`config.mk`:
```
export PLATFORM = sky130hd
export DESIGN_NAME = bounded_array_list_core
export DESIGN_NICKNAME = d
export VERILOG_FILES = /design/src/rtl/bal_pkg.sv /design/src/rtl/bounded_array_list_core.sv /design/src/rtl/bal_list.sv
export SDC_FILE = /design/constraint.sdc
export NUM_CORES = 2
export LEC_CHECK = 0
export BUFFER_PORTS_ARGS = -buffer_cell sky130_fd_sc_hd__buf_2
export CORE_AREA = 5 5 255 257
export DETAILED_ROUTE_END_ITERATION = 10
export DIE_AREA = 0 0 260 262
export PLACE_DENSITY = 0.56
export SYNTH_ARGS = -nofsm -noshare
export SYNTH_HDL_FRONTEND = slang
export SYNTH_SLANG_ARGS = --single-unit
```
`constraint.sdc`:
```
create_clock -name clk -period 5.1 [get_ports clk]
set_input_delay 0.255 -clock clk [delete_from_list [all_inputs] [get_ports clk]]
set_output_delay 0.255 -clock clk [all_outputs]
set_load 0.1 [all_outputs]
```
`src/rtl/bal_pkg.sv`:
```
// Shared definitions for the bounded array list: command and status codes,
// the request and result records and the stream widths.
// No dependencies.
package bal_pkg;

	localparam int CAPACITY_DEF = 8;

	localparam int S_TDATA_W = 40;
	localparam int M_TDATA_W = 48;

	localparam logic [2:0] CMD_INS_HEAD = 3'd0;
	localparam logic [2:0] CMD_INS_TAIL = 3'd1;
	localparam logic [2:0] CMD_RM_HEAD  = 3'd2;
	localparam logic [2:0] CMD_RM_TAIL  = 3'd3;
	localparam logic [2:0] CMD_RM_VAL   = 3'd4;
	localparam logic [2:0] CMD_SEARCH   = 3'd5;
	localparam logic [2:0] CMD_READ     = 3'd6;

	localparam logic [1:0] ST_OK       = 2'd0;
	localparam logic [1:0] ST_FULL     = 2'd1;
	localparam logic [1:0] ST_EMPTY    = 2'd2;
	localparam logic [1:0] ST_NOTFOUND = 2'd3;

	typedef struct packed {
		logic [2:0]         index;
		logic signed [31:0] value;
		logic [2:0]         cmd;
	} req_t;

	typedef struct packed {
		logic [3:0]         count;
		logic [2:0]         position;
		logic signed [31:0] data;
		logic [1:0]         status;
	} res_t;

endpackage

```
`src/rtl/bounded_array_list_core.sv`:
```
// Top level of the bounded array list: stream ports, the request register,
// the list storage and the result register.
// Depends on bal_pkg and bal_list.

// Bounded ordered list of signed 32-bit words with head/tail insert and remove,
// remove-by-value, search and indexed read. One command is accepted per clock;
// each gives exactly one result, through the request register and then the
// result register. The whole command, key compare and shift included, is done
// combinationally between those registers, and that path through the compare
// and the entry shift network sets the clock rate. The result register frees in
// the cycle its result is taken. While a result waits untaken, one more request
// can still enter the request register, and after that the input stalls until
// the waiting result leaves. The list updates in the same cycle its result is
// registered, so every command sees all earlier ones. Entry contents are
// undefined after reset but only live entries are ever returned.
module bounded_array_list_core #(
	parameter int CAPACITY = bal_pkg::CAPACITY_DEF
) (
	input  logic                          clk,
	input  logic                          arst_n,
	input  logic                          s_tvalid,
	output logic                          s_tready,
	// [2:0] cmd, [34:3] value, [37:35] index, [39:38] zero
	input  logic [bal_pkg::S_TDATA_W-1:0] s_tdata,
	output logic                          m_tvalid,
	input  logic                          m_tready,
	// [1:0] status, [33:2] data, [36:34] position, [40:37] count, [47:41] zero
	output logic [bal_pkg::M_TDATA_W-1:0] m_tdata
);
	import bal_pkg::*;

	logic valid_s1;
	req_t req_s1;
	logic valid_s2;
	res_t res_s2;
	res_t res;
	logic adv;
	logic op_en;

	assign adv      = !valid_s2 || m_tready;
	assign s_tready = !valid_s1 || adv;
	assign op_en    = valid_s1 && adv;

	always_ff @(posedge clk or negedge arst_n) begin
		if (!arst_n) begin
			valid_s1 <= 1'b0;
			valid_s2 <= 1'b0;
		end else begin
			if (s_tready) begin
				valid_s1 <= s_tvalid;
			end
			if (adv) begin
				valid_s2 <= valid_s1;
			end
		end
	end

	always_ff @(posedge clk) begin
		if (s_tvalid && s_tready) begin
			req_s1.cmd   <= s_tdata[2:0];
			req_s1.value <= s_tdata[34:3];
			req_s1.index <= s_tdata[37:35];
		end
		if (op_en) begin
			res_s2 <= res;
		end
	end

	bal_list #(
		.CAPACITY(CAPACITY)
	) u_list (
		.clk   (clk),
		.arst_n(arst_n),
		.op_en (op_en),
		.req   (req_s1),
		.res   (res)
	);

	assign m_tvalid = valid_s2;
	assign m_tdata  = {7'b0000000, res_s2.count, res_s2.position, res_s2.data, res_s2.status};

endmodule

```
`src/rtl/bal_list.sv`:
```
// List storage of the bounded array list: the entry registers, the fill
// count, the parallel key compare and the shift network for inserts and removes.
// Depends on bal_pkg.
module bal_list #(
	parameter int CAPACITY = bal_pkg::CAPACITY_DEF
) (
	input  logic          clk,
	input  logic          arst_n,
	input  logic          op_en,
	input  bal_pkg::req_t req,
	output bal_pkg::res_t res
);
	import bal_pkg::*;

	localparam int IW = $clog2(CAPACITY);
	localparam int FW = $clog2(CAPACITY + 1);

	logic signed [31:0] entries_q [CAPACITY];
	logic [FW-1:0]      fill_q;
	logic [FW-1:0]      fill_next;

	logic [CAPACITY-1:0] hit;
	logic                found;
	logic [IW-1:0]       hit_pos;
	logic signed [31:0]  hit_data;
	logic signed [31:0]  rd_data;
	logic signed [31:0]  tail_data;
	logic                full;
	logic                empty;
	logic                idx_ok;

	logic               ins_head;
	logic               ins_tail;
	logic               drop_en;
	logic [IW-1:0]      drop_pos;
	logic [1:0]         status;
	logic signed [31:0] data;
	logic [IW-1:0]      pos;
	logic [IW+2:0]      pos_ext;
	logic [FW+3:0]      cnt_ext;

	assign full   = (fill_q == FW'(CAPACITY));
	assign empty  = (fill_q == '0);
	assign idx_ok = ({{FW{1'b0}}, req.index} < {3'b000, fill_q});

	// Compare the key against every live entry at once, then take the lowest hit.
	always_comb begin
		for (int i = 0; i < CAPACITY; i++) begin
			hit[i] = (FW'(i) < fill_q) && (entries_q[i] == req.value);
		end
		found   = |hit;
		hit_pos = '0;
		for (int i = CAPACITY - 1; i >= 0; i--) begin
			if (hit[i]) begin
				hit_pos = IW'(i);
			end
		end
	end

	always_comb begin
		hit_data  = '0;
		rd_data   = '0;
		tail_data = '0;
		for (int i = 0; i < CAPACITY; i++) begin
			if (IW'(i) == hit_pos) begin
				hit_data = entries_q[i];
			end
			if (int'(req.index) == i) begin
				rd_data = entries_q[i];
			end
			if (FW'(i + 1) == fill_q) begin
				tail_data = entries_q[i];
			end
		end
	end

	always_comb begin
		ins_head  = 1'b0;
		ins_tail  = 1'b0;
		drop_en   = 1'b0;
		drop_pos  = '0;
		status    = ST_OK;
		data      = '0;
		pos       = '0;
		fill_next = fill_q;
		case (req.cmd)
			CMD_INS_HEAD, CMD_INS_TAIL: begin
				if (full) begin
					status = ST_FULL;
				end else begin
					ins_head  = (req.cmd == CMD_INS_HEAD);
					ins_tail  = (req.cmd == CMD_INS_TAIL);
					fill_next = fill_q + 1'b1;
				end
			end
			CMD_RM_HEAD: begin
				if (empty) begin
					status = ST_EMPTY;
				end else begin
					data      = entries_q[0];
					drop_en   = 1'b1;
					fill_next = fill_q - 1'b1;
				end
			end
			CMD_RM_TAIL: begin
				if (empty) begin
					status = ST_EMPTY;
				end else begin
					data      = tail_data;
					fill_next = fill_q - 1'b1;
				end
			end
			CMD_RM_VAL: begin
				if (empty) begin
					status = ST_EMPTY;
				end else if (!found) begin
					status = ST_NOTFOUND;
				end else begin
					data      = hit_data;
					pos       = hit_pos;
					drop_en   = 1'b1;
					drop_pos  = hit_pos;
					fill_next = fill_q - 1'b1;
				end
			end
			CMD_SEARCH: begin
				if (empty) begin
					status = ST_EMPTY;
				end else if (!found) begin
					status = ST_NOTFOUND;
				end else begin
					pos = hit_pos;
				end
			end
			CMD_READ: begin
				if (idx_ok) begin
					data = rd_data;
				end else begin
					status = ST_EMPTY;
				end
			end
			default: begin
			end
		endcase
	end

	// Position and count are reported modulo their field widths.
	assign pos_ext      = {3'b000, pos};
	assign cnt_ext      = {4'b0000, fill_next};
	assign res.status   = status;
	assign res.data     = data;
	assign res.position = pos_ext[2:0];
	assign res.count    = cnt_ext[3:0];

	always_ff @(posedge clk) begin
		if (op_en) begin
			if (ins_head) begin
				entries_q[0] <= req.value;
				for (int i = 1; i < CAPACITY; i++) begin
					entries_q[i] <= entries_q[i-1];
				end
			end else if (ins_tail) begin
				for (int i = 0; i < CAPACITY; i++) begin
					if (FW'(i) == fill_q) begin
						entries_q[i] <= req.value;
					end
				end
			end else if (drop_en) begin
				// Entries from the removed position on move one place toward the head.
				for (int i = 0; i < CAPACITY - 1; i++) begin
					if (IW'(i) >= drop_pos) begin
						entries_q[i] <= entries_q[i+1];
					end
				end
			end
		end
	end

	always_ff @(posedge clk or negedge arst_n) begin
		if (!arst_n) begin
			fill_q <= '0;
		end else if (op_en) begin
			fill_q <= fill_next;
		end
	end

`ifndef SYNTHESIS
	a_fill_bound: assert property (@(posedge clk) disable iff (!arst_n)
		fill_q <= FW'(CAPACITY))
		else $error("fill count above capacity");

	a_insert_grows: assert property (@(posedge clk) disable iff (!arst_n)
		op_en && (ins_head || ins_tail) |=> fill_q == $past(fill_q) + 1'b1)
		else $error("insert did not grow the list by one");

	a_reject_keeps: assert property (@(posedge clk) disable iff (!arst_n)
		op_en && (status != ST_OK) |=> $stable(fill_q))
		else $error("rejected command changed the fill count");

	a_drop_nonempty: assert property (@(posedge clk) disable iff (!arst_n)
		op_en && drop_en |-> !empty && found || op_en && drop_en && req.cmd == CMD_RM_HEAD)
		else $error("removal from an empty list or without a match");
`endif

endmodule
```
After elaboration in Yosys (flattened, before gate mapping). Memory sizes are Yosys's and may differ from the RTL's. Cells that the tools add are included.

Bits in registers: 85. Bits in writable memories: 256. Input port bits: 44. Output and inout bits: 50. Logic and storage cells: 263. Memories: 1.

Add/subtract/negate cells: 2. Order comparisons: 16. Equal/unequal tests: 37. Multiplexer cells: 160. Bitwise gates (word level): 15. Reductions and logical operators: 22.

Memory list: u_list.entries_q (words 8, width 32, rd ports 8, clocked after memory_dff 0, write ports 8, line bal_list.sv:18) `logic signed [31:0] entries_q [CAPACITY];`.

Operators by type and width (count): $mux 32 (44); $eq 32x32->1 (8); $pmux 32 s4 (1); $mux 1 (93); $mux 3 (11); $eq 3x3->1 const B (7); $eq 3x4->1 const A (4); $lt 3x4->1 const A (4); $mux 4 (4); $or 1x1->1 (15); $eq 3x2->1 const B (4); $eq 3x3->1 const A (4); $pmux 4 s3 (1); $logic_and 1x1->1 (10); $ge 3x3->1 const A (3); $logic_not 3->1 (3); $eq 2x4->1 const A (2); $lt 1x4->1 const A (2); $lt 2x4->1 const A (2); $mux 2 (4); $pmux 2 s4 (1); $reduce_or 8->1 (1); $eq 2x3->1 const A (2); $eq 3x1->1 const B (2); 14 further kinds (20).

Logic depth before layout (Yosys ltp). An unclocked memory read counts as a cell.

Depth in word-level cells: 23. Gate-level depth with buffers: 18. Mapped depth without buffers: 13.

Modules after synthesis. A second synthesis with hierarchy kept.

Cell total of the unflattened synthesis: 2922. Area, all modules: 26241.4 µm².

Modules (own cells, without submodules): bal_list (instances 1, cells an instance 2827, area each 23709.0 µm², sequential area each 7787.5 µm²); bounded_array_list_core (instances 1, cells an instance 95, area each 2532.4 µm², sequential area each 2422.3 µm²).

Worst setup path after synthesis. Ideal clock, no wire load.

Path type: register -> register. Start: register req_s1[22] in the netlist's numbering. End: memory u_list.entries_q[6][0], in the netlist u_list.entries_q[0][192] (enable). Library setup time: 658 ps. Arrival: 4400 ps. Data required time: 4442 ps. Slack: 42 ps. Stages on the path, launching flop included: 15. Path buffers: 4. Clock period less this slack: 5058 ps. Cell sequence: edfxtp_1 -> buf_6 -> buf_6 -> xnor2_2 -> nand4_1 -> or4b_1 -> or4_1 -> nor2b_1 -> a211oi_4 -> o21bai_2 -> or3b_1 -> o21bai_2 -> buf_6 -> buf_2 -> o21ai_0.

RTL lines: from (decl) (line bounded_array_list_core.sv:33) `req_t req_s1;`; to (decl) (line bal_list.sv:18).

==> flow_summary_export.csv <==
group,metric,value,unit
cts,cts_resized,0,
logic_synthesis,synth-xor-area-share,0.0894,
floorplan,die_w,260,um
timing,slew_headroom,0.219,
outcome,status,"finished, violations left",
timing,timing.final.crit_share,0.975,
logic_synthesis,avgSynthCellArea,9.31,um2
worst_setup_path,cp-start-kind,"flip-flop",
global_routing,grt_pass1_wl,179,mm
logic_synthesis,synth-seq-cells,341,
power_and_ir_drop,internal_power,0.00637,W
logic_synthesis,synth-compound-area-share,0.178,
timing,setup_tns,0,ns
power_and_ir_drop,switchingPower,0.00374,W
timing,drv_slew,0,
logic_synthesis,yosysMostFrequentCell,"nand2_1",
power_and_ir_drop,ir_drop,291,uV
timing,tightest_slew,1.17,ns
cts,tritoncts,"yes",
power_and_ir_drop,p_total,0.0101,W
placement,globalplace.congestion,1.08,
timing,fin_skew,0.0206,ns
logic_synthesis,synthMuxAreaShare,0.126,
cts,clk_path_buf_depth,3,
finish,nets,2938,
logic_synthesis,synthAdderAreaFrac,0.00289,
logic_synthesis,synth_edf_count,335,
outcome,violations,"design-rule violations",
route,m1WireLength,51.7,mm
timing,hold_viol,0,
cts,h-tree-depth,2,
cts,clock_latency,0.59,ns
cts,clk_pin_slew,0.06,ns
power_and_ir_drop,swShare,0.370,
logic_synthesis,synth_common_cells,"nand2_1 (496), edfxtp_1 (335), o21ai_0 (224), xor2_1 (202), clkbuf_1 (162)",
logic_synthesis,synth_ff_type,"edfxtp_1",
cts,cts-root-buf,"clkbuf_16",
finish,syn2layout_area_growth,16.7,%
logic_synthesis,synth.area.top_cells,"edfxtp_1 (39%), nand2_1 (7.2%), xor2_1 (6.8%)",
power_and_ir_drop,p_clk_frac,0.327,
flow_run,cap_violations,0,
timing,grt_setup_unrepaired,"false",
logic_synthesis,async_flop_share,0.0176,
route,wl,129,mm
floorplan,num_io_pins,94,
global_routing,track_usage,0.364,
floorplan,rows,92,
logic_synthesis,synth_top_family_by_area,"compound AO/OA/AOI/OAI gates",
logic_synthesis,ys_types,68,
worst_setup_path,worst_setup_path_end_kind,"flip-flop",
timing,worst_slack,0.125,ns
timing,finalCriticalPeriod,4.98,ns
route,drc,2,
route,firstDrtPassIters,11,
global_routing,antenna_found_initial,5,
route,vias_per_cell,6.67,
floorplan,coreArea,62500,um2
route,vias,25100,
route,met3_length,14.4,mm
route,dr.first_iter.drc_count,4001,
power_and_ir_drop,power_leakage,11.1,nW
global_routing,grt_max_degree,65,
logic_synthesis,syn_area,26000,um2
timing,max_freq,0.201,GHz
floorplan,die_area,68100,um2
route,top_layer,"met5",
power_and_ir_drop,p_seq_frac,0.357,
logic_synthesis,synth_cells,2789,
worst_setup_path,required,5.42,ns
route,ant_nets,0,
worst_setup_path,arrival,5.30,ns
worst_setup_path,crit_path_max_fanout,31,
placement,portBuffers,84,
route,dr_wl_met2,56.7,mm
logic_synthesis,synth_top_area_cell,"edfxtp_1",
finish,final_layout_size_suffix_gt1_frac,0.185,
worst_hold_path,hp-class,"in2async",
placement,dp_worst_setup_slack,0.338,ns
route,avgRoutedWirePerCell,34.1,um
cts,cts_buffers,43,
power_and_ir_drop,combPwrFrac,0.316,
worst_setup_path,crit_type,"reg2reg",
floorplan,fp.dieH,262,um
floorplan,initial_core_util,0.415,
logic_synthesis,yosys.area_share.simple,0.164,
logic_synthesis,synth_top_area_frac,0.388,
power_and_ir_drop,power.density,334,nW/um2
global_routing,grt_pass1_vias,23400,
logic_synthesis,ys_seq_area_frac,0.393,
global_routing,grt_overflow,0,
placement,hpwlAfterDp,91.7,mm
logic_synthesis,yosysWarnings,0,
cts,cts_sinks,341,
timing,whs,0.0541,ns
timing,setup_viol_count_final,0,
-- power groups by stage --
| stage | logic, W | clock network [W] | registers [W] |
|---|---|---|---|
| 6_report | 0.00320 | 0.00331 | 0.00361 |
| 3_5_place_dp | 0.00308 | 0 | 0.00365 |
| 3_3_place_gp | 0.00305 | 0 | 0.00364 |
| 5_1_grt | 0.00337 | 0.00345 | 0.00362 |
| 2_1_floorplan | 0.00173 | 0 | 0.00388 |
| 4_1_cts | 0.00312 | 0.00334 | 0.00359 |
-- cell usage in the layout (no fill, tap or decap), types with 23 or more instances in the layout --
cell           count
a21o_1            31
a21oi_1          106
a222oi_1          24
a22oi_1          159
a31oi_1           56
and2_1            26
buf_12            38
buf_2             84
buf_4            156
clkbuf_16         45
dlygate4sd3_1     42
edfxtp_1         335
mux2_2            62
mux2i_1          112
mux4_2            64
nand2_1          492
nand3_1           60
nand4_1           28
nor2_1           150
nor3_1            23
nor4_1            75
o211ai_1          46
o21ai_0          222
xnor2_1           61
xor2_1           202
-- what timing repair did --
item	CTS	global route
buffers inserted	0	0
hold buffers	42	0
hold endpoints to repair	46	0
endpoints found under the setup margin	0	0
-- final timing paths --
path	start	end	slack, ns	depth (start not counted)
worst max-delay path	req_s1[12]	m_tdata[4]	0.12	13
worst max register to register	req_s1[12]	m_tdata[4]	0.12	13
worst min register to register	valid_s1	m_tvalid	0.52	1
worst min-delay path	arst_n	valid_s1	0.05	2
max in group asynchronous	arst_n	u_list.fill_q[3]	4.87	2
min in group clk	s_tdata[12]	req_s1[12]	0.37	2
-- through the flow --
step                      instance area (um2)   util  std cells
after detailed placement                28400  0.454       3647
after floorplan                         26000      -       2795
after global placement                  28400  0.454       3647
after global routing                    30300  0.485       3765
final                                   30300  0.485       3767
after CTS                               30300  0.485       3765
-- state kept, by name, indices dropped and copies added, names as in the netlist --
| register | flops |
|---|---|
| m_tvalid | 1 |
| u_list.entries_q | 256 |
| valid_s1 | 1 |
| req_s1 | 38 |
| u_list.fill_q | 4 |
| m_tdata | 41 |
-- worst max-delay path, cell delays in order (launching register included) --
cell	delay (ns)
edfxtp_1	0.72
xor2_1	0.28
nor4_1	0.67
nand4_1	0.35
nor4_1	0.42
buf_4	0.19
a211o_1	0.21
a21o_1	0.23
buf_4	0.57
nand2_1	0.29
buf_12	0.23
nor2_1	0.09
o21ai_0	0.09
a31o_2	0.28
-- final cells by class --
type / instances / area [um2]
tap: 846 / 1060
clock inverter: 24 / 319
multi-input combinational: 2172 / 14700
inverter: 10 / 37.5
sequential: 341 / 10200
fill: 5845 / 32200
timing repair buffer: 320 / 2770
clock buffer: 52 / 1170
antenna: 2 / 5.00
-- kinds of logic after synthesis --
logic type               Yosys count
multiplexers                     238
XOR/XNOR                         264
other                              1
flip-flops                       341
AND/OR/NAND/NOR                  941
buffers and inverters            282
adder cells (fa/ha/maj)            6
AO/OA/AOI/OAI                    716
-- metal layers --
| layer | track usage | vias up |
|---|---|---|
| li1 | - | 10600 |
| met1 | 0.507 | 12400 |
| met2 | 0.563 | 1815 |
| met3 | 0.0758 | 325 |
| met4 | 0.139 | 6 |
| met5 | 0 | - |
Note: power is estimated with default switching activity, not from simulation.
